[src/rtl/core/iee_pkg.sv]
`timescale 1ns / 1ps

package iee_pkg;

  localparam int unsigned VALUE_BITS_DEF = 64;
  localparam int unsigned OUT_VALUE_BITS = 64;
  localparam int unsigned CHAR_BITS      = 8;

  localparam logic [CHAR_BITS-1:0] CH_PLUS  = 8'h2B;
  localparam logic [CHAR_BITS-1:0] CH_MINUS = 8'h2D;
  localparam logic [CHAR_BITS-1:0] CH_STAR  = 8'h2A;
  localparam logic [CHAR_BITS-1:0] CH_SLASH = 8'h2F;
  localparam logic [CHAR_BITS-1:0] CH_ZERO  = 8'h30;
  localparam logic [CHAR_BITS-1:0] CH_NINE  = 8'h39;
  localparam logic [CHAR_BITS-1:0] CH_SPACE = 8'h20;

  typedef enum logic [1:0] {
    ERR_OK      = 2'd0,
    ERR_SYNTAX  = 2'd1,
    ERR_DIVZERO = 2'd2,
    ERR_RANGE   = 2'd3
  } err_e;

  typedef enum logic [1:0] {
    PH_EXPECT = 2'd0,
    PH_MINUS  = 2'd1,
    PH_DIGITS = 2'd2,
    PH_AFTER  = 2'd3
  } phase_e;

  typedef enum logic [1:0] {
    MUL_NONE = 2'd0,
    MUL_MUL  = 2'd1,
    MUL_DIV  = 2'd2
  } mul_e;

  typedef enum logic [1:0] {
    OP_ADD = 2'd0,
    OP_SUB = 2'd1,
    OP_MUL = 2'd2,
    OP_DIV = 2'd3
  } op_e;

  typedef enum logic [1:0] {
    ST_IDLE = 2'd0,
    ST_FIN  = 2'd1,
    ST_MD   = 2'd2,
    ST_POST = 2'd3
  } state_e;

  typedef enum logic [1:0] {
    MD_IDLE = 2'd0,
    MD_RUN  = 2'd1,
    MD_FIX  = 2'd2
  } md_state_e;

  typedef enum logic {
    MD_OP_MUL = 1'b0,
    MD_OP_DIV = 1'b1
  } md_op_e;

  typedef struct packed {
    logic   start;
    md_op_e op;
    logic   b_neg;
  } md_req_t;

endpackage

[src/rtl/core/iee_muldiv.sv]
`timescale 1ns / 1ps

module iee_muldiv import iee_pkg::*; #(
  parameter int unsigned VALUE_BITS = VALUE_BITS_DEF
) (
  input  logic                  clk_i,
  input  logic                  rst_ni,
  input  md_req_t               req_i,
  input  logic [VALUE_BITS-1:0] a_i,
  input  logic [VALUE_BITS-1:0] b_i,
  output logic                  done_o,
  output logic [VALUE_BITS-1:0] result_o
);

  localparam int unsigned W  = VALUE_BITS;
  localparam int unsigned CW = $clog2(VALUE_BITS);
  localparam logic [CW-1:0] CNT_LAST = CW'(VALUE_BITS - 1);

  md_state_e   state_q, state_d;
  md_op_e      op_q, op_d;
  logic        neg_q, neg_d;
  logic [CW-1:0] cnt_q, cnt_d;
  logic [W-1:0] acc_q, acc_d;
  logic [W-1:0] opnd_q, opnd_d;
  logic [W-1:0] shr_q, shr_d;

  logic [W-1:0] add_a, add_b, res_mag;
  logic         add_cin;
  logic [W:0]   add_sum;

  always_comb begin
    if (op_q == MD_OP_DIV) begin
      add_a   = {acc_q[W-2:0], shr_q[W-1]};
      add_b   = ~opnd_q;
      add_cin = 1'b1;
    end else begin
      add_a   = acc_q;
      add_b   = shr_q[0] ? opnd_q : '0;
      add_cin = 1'b0;
    end
    add_sum = {1'b0, add_a} + {1'b0, add_b} + {{W{1'b0}}, add_cin};
  end

  assign res_mag  = (op_q == MD_OP_MUL) ? acc_q : shr_q;
  assign result_o = neg_q ? (W'(0) - res_mag) : res_mag;
  assign done_o   = (state_q == MD_FIX);

  always_comb begin
    state_d = state_q;
    op_d    = op_q;
    neg_d   = neg_q;
    cnt_d   = cnt_q;
    acc_d   = acc_q;
    opnd_d  = opnd_q;
    shr_d   = shr_q;
    case (state_q)
      MD_IDLE: begin
        if (req_i.start) begin
          state_d = MD_RUN;
          op_d    = req_i.op;
          cnt_d   = '0;
          acc_d   = '0;
          if (req_i.op == MD_OP_DIV) begin
            opnd_d = b_i;
            shr_d  = a_i[W-1] ? (W'(0) - a_i) : a_i;
            neg_d  = a_i[W-1] ^ req_i.b_neg;
          end else begin
            opnd_d = a_i;
            shr_d  = b_i;
            neg_d  = req_i.b_neg;
          end
        end
      end
      MD_RUN: begin
        cnt_d = cnt_q + 1'b1;
        if (op_q == MD_OP_DIV) begin
          // restoring step, quotient bit shifts in from the right
          if (add_sum[W]) begin
            acc_d = add_sum[W-1:0];
            shr_d = {shr_q[W-2:0], 1'b1};
          end else begin
            acc_d = add_a;
            shr_d = {shr_q[W-2:0], 1'b0};
          end
        end else begin
          acc_d  = add_sum[W-1:0];
          opnd_d = {opnd_q[W-2:0], 1'b0};
          shr_d  = {1'b0, shr_q[W-1:1]};
        end
        if (cnt_q == CNT_LAST) begin
          state_d = MD_FIX;
        end
      end
      MD_FIX: begin
        state_d = MD_IDLE;
      end
      default: begin
        state_d = MD_IDLE;
      end
    endcase
  end

  always_ff @(posedge clk_i or negedge rst_ni) begin
    if (!rst_ni) begin
      state_q <= MD_IDLE;
      op_q    <= MD_OP_MUL;
      neg_q   <= 1'b0;
      cnt_q   <= '0;
    end else begin
      state_q <= state_d;
      op_q    <= op_d;
      neg_q   <= neg_d;
      cnt_q   <= cnt_d;
    end
  end

  always_ff @(posedge clk_i) begin
    acc_q  <= acc_d;
    opnd_q <= opnd_d;
    shr_q  <= shr_d;
  end

endmodule

[src/rtl/core/integer_expression_evaluator.sv]
`timescale 1ns / 1ps

// Evaluates an integer infix expression (+ - * /, usual precedence, left to right,
// optional leading minus on literals, spaces skipped) fed one ASCII character per
// input word, with tlast on the final character; that character yields one output
// word with the value (sign-extended to 64 bits, wrapping at VALUE_BITS) and an
// error kind in tuser. A character that ends a literal keeps the block busy in its
// finish state and then, unless a divisor is zero, its post state; one that closes
// a * or / term also waits between them on the shared shift and add/subtract unit,
// which retires one multiplier or quotient bit per cycle. The input is not ready
// while that work runs, nor while a finished result waits and is not being taken.
module integer_expression_evaluator import iee_pkg::*; #(
  parameter int unsigned VALUE_BITS = VALUE_BITS_DEF
) (
  input  logic                      clk_i,
  input  logic                      rst_ni,
  input  logic                      s_axis_tvalid,
  output logic                      s_axis_tready,
  input  logic [CHAR_BITS-1:0]      s_axis_tdata,  // in_char
  input  logic                      s_axis_tlast,  // in_last
  output logic                      m_axis_tvalid,
  input  logic                      m_axis_tready,
  output logic [OUT_VALUE_BITS-1:0] m_axis_tdata,  // value
  output logic [1:0]                m_axis_tuser   // error_kind
);

  localparam int unsigned W = VALUE_BITS;
  localparam logic [W-1:0] VSIGN = {1'b1, {(W-1){1'b0}}};
  localparam logic [W-1:0] VONE  = W'(1);

  state_e  state_q, state_d;
  logic [W-1:0] sum_q, sum_d;
  logic [W-1:0] prod_q, prod_d;
  logic    pend_sub_q, pend_sub_d;
  mul_e    pend_mul_q, pend_mul_d;
  logic [W-1:0] lit_q, lit_d;
  logic    neg_q, neg_d;
  phase_e  phase_q, phase_d;
  err_e    err_q, err_d;
  op_e     post_op_q, post_op_d;
  logic    post_has_op_q, post_has_op_d;
  logic    post_last_q, post_last_d;
  logic    out_valid_q, out_valid_d;
  logic [OUT_VALUE_BITS-1:0] out_value_q, out_value_d;
  err_e    out_err_q, out_err_d;

  logic         in_fire;
  logic         is_digit, is_space, is_oper;
  op_e          char_op;
  logic [CHAR_BITS-1:0] digit_raw;
  logic [W+3:0] lit10, limit;
  logic         range_err;
  logic [W-1:0] fold_sum, v_lit;

  err_e    err_t;
  phase_e  phase_t;
  logic    need_fin, apply_en, emit_en, emit_ok;
  op_e     apply_op;
  err_e    emit_err;

  md_req_t      md_req;
  logic         md_done;
  logic [W-1:0] md_result;

  iee_muldiv #(
    .VALUE_BITS(VALUE_BITS)
  ) u_muldiv (
    .clk_i    (clk_i),
    .rst_ni   (rst_ni),
    .req_i    (md_req),
    .a_i      (prod_q),
    .b_i      (lit_q),
    .done_o   (md_done),
    .result_o (md_result)
  );

  assign s_axis_tready = (state_q == ST_IDLE) && (!out_valid_q || m_axis_tready);
  assign in_fire       = s_axis_tvalid && s_axis_tready;
  assign m_axis_tvalid = out_valid_q;
  assign m_axis_tdata  = out_value_q;
  assign m_axis_tuser  = out_err_q;

  assign is_digit  = (s_axis_tdata >= CH_ZERO) && (s_axis_tdata <= CH_NINE);
  assign is_space  = (s_axis_tdata == CH_SPACE);
  assign is_oper   = (s_axis_tdata == CH_PLUS) || (s_axis_tdata == CH_MINUS) ||
                     (s_axis_tdata == CH_STAR) || (s_axis_tdata == CH_SLASH);
  assign digit_raw = s_axis_tdata - CH_ZERO;

  always_comb begin
    if (s_axis_tdata == CH_PLUS) begin
      char_op = OP_ADD;
    end else if (s_axis_tdata == CH_MINUS) begin
      char_op = OP_SUB;
    end else if (s_axis_tdata == CH_STAR) begin
      char_op = OP_MUL;
    end else begin
      char_op = OP_DIV;
    end
  end

  // literal * 10 + digit, checked against the signed range
  assign lit10     = ({4'b0000, lit_q} << 3) + ({4'b0000, lit_q} << 1) +
                     {{W{1'b0}}, digit_raw[3:0]};
  assign limit     = {4'b0000, (neg_q ? VSIGN : (VSIGN - VONE))};
  assign range_err = (lit10 > limit);

  assign fold_sum = pend_sub_q ? (sum_q - prod_q) : (sum_q + prod_q);
  assign v_lit    = neg_q ? (W'(0) - lit_q) : lit_q;

  always_comb begin
    state_d       = state_q;
    sum_d         = sum_q;
    prod_d        = prod_q;
    pend_sub_d    = pend_sub_q;
    pend_mul_d    = pend_mul_q;
    lit_d         = lit_q;
    neg_d         = neg_q;
    phase_d       = phase_q;
    err_d         = err_q;
    post_op_d     = post_op_q;
    post_has_op_d = post_has_op_q;
    post_last_d   = post_last_q;
    out_valid_d   = out_valid_q && !m_axis_tready;
    out_value_d   = out_value_q;
    out_err_d     = out_err_q;
    md_req        = '{start: 1'b0, op: MD_OP_MUL, b_neg: neg_q};
    err_t         = ERR_OK;
    phase_t       = phase_q;
    need_fin      = 1'b0;
    apply_en      = 1'b0;
    apply_op      = char_op;
    emit_en       = 1'b0;
    emit_ok       = 1'b0;
    emit_err      = ERR_OK;

    case (state_q)
      ST_IDLE: begin
        if (in_fire) begin
          if (err_q != ERR_OK) begin
            if (s_axis_tlast) begin
              emit_en  = 1'b1;
              emit_err = err_q;
            end
          end else begin
            case (phase_q)
              PH_EXPECT: begin
                if (s_axis_tdata == CH_MINUS) begin
                  neg_d   = 1'b1;
                  phase_t = PH_MINUS;
                end else if (is_digit) begin
                  if (range_err) begin
                    err_t = ERR_RANGE;
                  end else begin
                    lit_d   = lit10[W-1:0];
                    phase_t = PH_DIGITS;
                  end
                end else if (!is_space) begin
                  err_t = ERR_SYNTAX;
                end
              end
              PH_MINUS: begin
                if (is_digit) begin
                  if (range_err) begin
                    err_t = ERR_RANGE;
                  end else begin
                    lit_d   = lit10[W-1:0];
                    phase_t = PH_DIGITS;
                  end
                end else begin
                  err_t = ERR_SYNTAX;
                end
              end
              PH_DIGITS: begin
                if (is_digit) begin
                  if (range_err) begin
                    err_t = ERR_RANGE;
                  end else begin
                    lit_d = lit10[W-1:0];
                  end
                end else if (is_space || is_oper) begin
                  need_fin = 1'b1;
                end else begin
                  err_t = ERR_SYNTAX;
                end
              end
              PH_AFTER: begin
                if (is_oper) begin
                  apply_en = 1'b1;
                end else if (!is_space) begin
                  err_t = ERR_SYNTAX;
                end
              end
              default: begin
                err_t = ERR_SYNTAX;
              end
            endcase

            if (err_t != ERR_OK) begin
              err_d = err_t;
              if (s_axis_tlast) begin
                emit_en  = 1'b1;
                emit_err = err_t;
              end
            end else if (need_fin || (s_axis_tlast && (phase_t == PH_DIGITS))) begin
              state_d       = ST_FIN;
              phase_d       = phase_t;
              post_has_op_d = need_fin && is_oper;
              post_op_d     = char_op;
              post_last_d   = s_axis_tlast;
            end else if (s_axis_tlast) begin
              emit_en = 1'b1;
              if ((phase_t == PH_AFTER) && !apply_en) begin
                emit_ok = 1'b1;
              end else begin
                emit_err = ERR_SYNTAX;
              end
            end else begin
              phase_d = phase_t;
            end
          end
        end
      end
      ST_FIN: begin
        lit_d   = '0;
        neg_d   = 1'b0;
        phase_d = PH_AFTER;
        case (pend_mul_q)
          MUL_NONE: begin
            prod_d  = v_lit;
            state_d = ST_POST;
          end
          MUL_MUL: begin
            md_req.start = 1'b1;
            md_req.op    = MD_OP_MUL;
            state_d      = ST_MD;
          end
          MUL_DIV: begin
            if (lit_q == '0) begin
              err_d   = ERR_DIVZERO;
              state_d = ST_IDLE;
              if (post_last_q) begin
                emit_en  = 1'b1;
                emit_err = ERR_DIVZERO;
              end
            end else begin
              md_req.start = 1'b1;
              md_req.op    = MD_OP_DIV;
              state_d      = ST_MD;
            end
          end
          default: begin
            state_d = ST_IDLE;
          end
        endcase
      end
      ST_MD: begin
        if (md_done) begin
          prod_d  = md_result;
          state_d = ST_POST;
        end
      end
      ST_POST: begin
        state_d = ST_IDLE;
        if (post_has_op_q) begin
          apply_en = 1'b1;
          apply_op = post_op_q;
        end
        if (post_last_q) begin
          emit_en = 1'b1;
          if (post_has_op_q) begin
            emit_err = ERR_SYNTAX;
          end else begin
            emit_ok = 1'b1;
          end
        end
      end
      default: begin
        state_d = ST_IDLE;
      end
    endcase

    if (apply_en) begin
      phase_d = PH_EXPECT;
      case (apply_op)
        OP_ADD, OP_SUB: begin
          sum_d      = fold_sum;
          pend_sub_d = (apply_op == OP_SUB);
          pend_mul_d = MUL_NONE;
        end
        OP_MUL: begin
          pend_mul_d = MUL_MUL;
        end
        default: begin
          pend_mul_d = MUL_DIV;
        end
      endcase
    end

    // final character: deliver the word and start a fresh expression
    if (emit_en) begin
      out_valid_d = 1'b1;
      out_value_d = emit_ok ? OUT_VALUE_BITS'(signed'(fold_sum)) : '0;
      out_err_d   = emit_ok ? ERR_OK : emit_err;
      sum_d       = '0;
      prod_d      = '0;
      pend_sub_d  = 1'b0;
      pend_mul_d  = MUL_NONE;
      lit_d       = '0;
      neg_d       = 1'b0;
      phase_d     = PH_EXPECT;
      err_d       = ERR_OK;
    end
  end

  always_ff @(posedge clk_i or negedge rst_ni) begin
    if (!rst_ni) begin
      state_q       <= ST_IDLE;
      sum_q         <= '0;
      prod_q        <= '0;
      pend_sub_q    <= 1'b0;
      pend_mul_q    <= MUL_NONE;
      lit_q         <= '0;
      neg_q         <= 1'b0;
      phase_q       <= PH_EXPECT;
      err_q         <= ERR_OK;
      post_has_op_q <= 1'b0;
      post_last_q   <= 1'b0;
      out_valid_q   <= 1'b0;
    end else begin
      state_q       <= state_d;
      sum_q         <= sum_d;
      prod_q        <= prod_d;
      pend_sub_q    <= pend_sub_d;
      pend_mul_q    <= pend_mul_d;
      lit_q         <= lit_d;
      neg_q         <= neg_d;
      phase_q       <= phase_d;
      err_q         <= err_d;
      post_has_op_q <= post_has_op_d;
      post_last_q   <= post_last_d;
      out_valid_q   <= out_valid_d;
    end
  end

  always_ff @(posedge clk_i) begin
    post_op_q   <= post_op_d;
    out_value_q <= out_value_d;
    out_err_q   <= out_err_d;
  end

endmodule

[config.mk]
export PLATFORM = sky130hd
export DESIGN_NAME = integer_expression_evaluator
export DESIGN_NICKNAME = d
export VERILOG_FILES = /design/src/rtl/core/iee_pkg.sv /design/src/rtl/core/iee_muldiv.sv /design/src/rtl/core/integer_expression_evaluator.sv
export SDC_FILE = /design/constraint.sdc
export NUM_CORES = 2
export LEC_CHECK = 0
export BUFFER_PORTS_ARGS = -buffer_cell sky130_fd_sc_hd__buf_4
export CORE_MARGIN = 2
export CORE_UTILIZATION = 65
export DETAILED_ROUTE_END_ITERATION = 10
export GPL_TIMING_DRIVEN = 0
export PLACE_DENSITY = 0.82
export SETUP_SLACK_MARGIN = 0.02
export SLEW_MARGIN = 15
export SYNTH_ARGS = -nofsm -noshare
export SYNTH_HDL_FRONTEND = slang
export SYNTH_SLANG_ARGS = --single-unit
[constraint.sdc]
create_clock -name clk_i -period 10.5 [get_ports clk_i]
set_input_delay 0.525 -clock clk_i [delete_from_list [all_inputs] [get_ports clk_i]]
set_output_delay 0.525 -clock clk_i [all_outputs]
set_load 0.01 [all_outputs]
==> flow_summary.ini <==
[layout]
final_nets = 5793
multi_input_area_sq_um = 28300
drive_gt1_frac = 0.0605
fin_cells = 6353
fillers = 5173
areaGrowthSynthToFinish_pct = 8.70
finalInstanceArea_sq_um = 47100
fin_util = 0.715
ff_latch_area_sq_um = 13200

[global_routing]
gr-total-overflow = 0
gr-usage-all-layers = 0.503
grt_antenna_before_repair = 8
grt_pass1_vias = 41900
grt_max_degree = 100
grt_pass1_wl_um = 257000

[yosys]
yosysSeqAreaShare = 0.304
synth_top_area_frac = 0.180
syn_avg_cell_area_sq_um = 8.18
yosys_warnings = 0
synthTopCellsByCount = nand2_1, o21ai_0, nor2_1, a21oi_1, ha_1
synth-seq-cells = 475
yosys.area.top_type = edfxtp_1
syn_area_sq_um = 43300
synth-async-reset-ratio = 0.453
synth_cell_types = 93
yosys-top-cells-area = edfxtp_1, dfrtp_1, ha_1
synthFlopType = edfxtp_1
synth_nets = 5648
synth-edff-count = 260
synth_cells = 5296
yosysMostFrequentCell = nand2_1

[setup_path]
worstPathMaxFanout = 10
cp_num_buf_inv = 12
cp-start-kind = flip-flop
cpMaxStageDelayCell = clkbuf_1
critPathRequiredTime_ps = 10900
end_kind = flip-flop
max_stage_delay_ps = 640
r2r_start = u_muldiv.op_q$_DFFE_PN0P_
crit_type = reg -> reg
cp-startpoint = u_muldiv.op_q$_DFFE_PN0P_
crit_arrival_ps = 10610
crit_family = buffers and inverters

[route]
viasPerCell = 7.02
drt_wl_total_um = 178000
drtPass1Iterations = 7
drc = 0
drtAntennaViolNets = 0
drt_iter0_markers = 7313
vias = 44600
wire_per_inst_um = 28.0

[floorplan]
floorplan.initialDensity = 0.658
floorplan.core_area_sq_um = 65900
die_w_um = 262
die_area_sq_um = 68700
placementRows = 94
die_y_um = 262
io_pins = 81

[sta]
setup_viol = 0
timing.final.crit_share = 0.973
tightest_slew_ps = 1260
hold_slack_ps = 194
finalHoldViolations = 0
relSlewSlack = 0.149
rsz0062_at_grt = no
period_needed_ps = 10210
fmax_ghz = 0.0979
slew_violations = 0
skew_ps = 30.1

[place]
gp_congestion = 1.10
dp_cells = 6248
placed_area_sq_um = 45200
detailedPlacementHpwl_um = 139000
port_buffers = 80

[clocking]
cts_buffers = 54
cts_setup_buffers = 0
cts_root_buffer = clkbuf_16
cts_buffer_depth = 3
cts-htree-levels = 2
clk_pin_slew_ps = 60
cts_tree = yes
clock_latency_ps = 640
numClockSinks = 475

[power_and_ir_drop]
ir_drop_v = 0.000233
p_leak_nw = 20.0
power_density_nw_per_um2 = 226

[outcome]
status = finished clean

[worst_hold_path]
hp-class = in -> reg
min_from = s_axis_tlast

[job]
drv_cap = 0
-- worst register-to-register path, cell delays in order, from the launching register on --
cell	delay, ps
dfrtp_1	330
buf_2	210
buf_2	280
buf_2	350
buf_1	490
buf_1	630
clkbuf_2	500
buf_2	450
clkbuf_1	630
clkbuf_2	600
clkbuf_1	650
nand2_1	120
nand2_1	100
ha_1	300
a211o_1	320
a21oi_1	240
a21oi_1	100
or4_1	530
a31oi_2	510
o21ai_1	320
a21o_1	250
a21oi_1	320
or2_1	160
clkbuf_1	470
clkbuf_1	590
a21oi_1	150
nor2_1	360
-- cell families (layout without fill, tap and decap cells) --
logic type / Yosys count / after routing / share of synthesized area
adders and majority gates: 339 / 339 / 0.0988
xor gates and xnor gates: 411 / 411 / 0.0831
other: 0 / 3 / 0
and+or+nand+nor: 1833 / 1833 / 0.194
AOI/OAI and AO/OA: 1477 / 1477 / 0.210
DFF: 475 / 475 / 0.304
muxes: 276 / 276 / 0.0655
buffers and inverters: 485 / 675 / 0.0439
-- layout make-up --
| type | count | area share |
|---|---|---|
| Buffer | 330 | 0.0282 |
| Clock inverter | 34 | 0.00728 |
| Sequential cell | 475 | 0.280 |
| Clock buffer | 67 | 0.0315 |
| Inverter | 155 | 0.0124 |
| Tap cell | 864 | 0.0230 |
| Multi-Input combinational cell | 4336 | 0.600 |
| Timing Repair Buffer | 89 | 0.0173 |
| Antenna cell | 3 | 0.000159 |
-- sequential cells by signal (all words and copies together), names as in the netlist, named ones only --
name and count:
err_q 2, lit_q 64, m_axis_tdata 64, m_axis_tuser 2, m_axis_tvalid 1, neg_q 1, pend_mul_q 2, pend_sub_q 1
phase_q 2, post_has_op_q 1, post_last_q 1, post_op_q 2, prod_q 64, state_q 1, sum_q 64, u_muldiv.acc_q 64
u_muldiv.cnt_q 6, u_muldiv.neg_q 1, u_muldiv.op_q 1, u_muldiv.opnd_q 64, u_muldiv.shr_q 64, u_muldiv.state_q 2
-- final timing paths --
| kind | slack (ps) | cells past startpoint | endpoint |
|---|---|---|---|
| setup / recovery | 290 | 26 | u_muldiv.acc_q[20]$_SDFFCE_PN0P_ |
| hold / removal | 190 | 2 | post_last_q$_DFFE_PN0P_ |
| setup reg to reg | 290 | 26 | u_muldiv.acc_q[20]$_SDFFCE_PN0P_ |
| hold reg to reg | 530 | 2 | sum_q[12]$_DFFE_PN0P_ |
| max in group asynchronous | 8800 | 4 | lit_q[48]$_DFFE_PN0P_ |
| min in group asynchronous | 340 | 2 | sum_q[50]$_DFFE_PN0P_ |
-- what timing repair did --
item	in CTS	in global routing
hold buffers	1	0
hold endpoints to repair	31	0
setup endpoints to repair	0	65
gates resized for setup	0	4
-- per-layer routing --
layer	vias up	part of all wire	wire (um)	global-route usage
met5	-	0.0018	313	0.0354
met3	862	0.13	23800	0.174
met1	20900	0.35	62800	0.595
met2	3377	0.42	74900	0.753
met4	10	0.090	16000	0.375
li1	19500	-	-	-
-- per-stage QoR --
stage	setup TNS [ps]	setup WS, ps	power, mW
after CTS	0	29.6	10.2
after global routing	0	217	11.0
after floorplan	0	2580	6.25
final	0	287	10.6
after global placement	-79390	-1080	8.04
after detailed placement	0	99.0	8.21
-- cells in the final DEF (no fill, tap or decap), types with 28 or more instances in the layout --
cell type	count
mux2i_1	223
clkbuf_1	264
a21o_1	119
and2_1	50
or3_1	61
buf_1	29
nor2_1	437
nor3_1	124
a21boi_0	28
mux2_2	51
a31oi_1	31
buf_4	84
o21bai_1	35
a211oi_1	60
nand4_1	78
o22ai_1	34
and3_1	31
edfxtp_1	260
o211ai_1	87
ha_1	334
inv_1	155
nand3_1	92
a21oi_1	413
xnor2_1	255
dfrtp_1	214
clkbuf_16	57
o21ai_0	452
nand2b_1	49
buf_2	28
nor2b_1	42
xor2_1	156
nand2_1	736
nor4_1	29
o31ai_1	43
-- where the power goes --
part | switching, mW | internal, mW | total (mW)
Combinational | 3.90 | 1.91 | 5.82
Clock | 0.879 | 1.13 | 2.01
Sequential | 0.489 | 2.31 | 2.79
Total | 5.27 | 5.35 | 10.6
(Power assumes the default switching activity.)
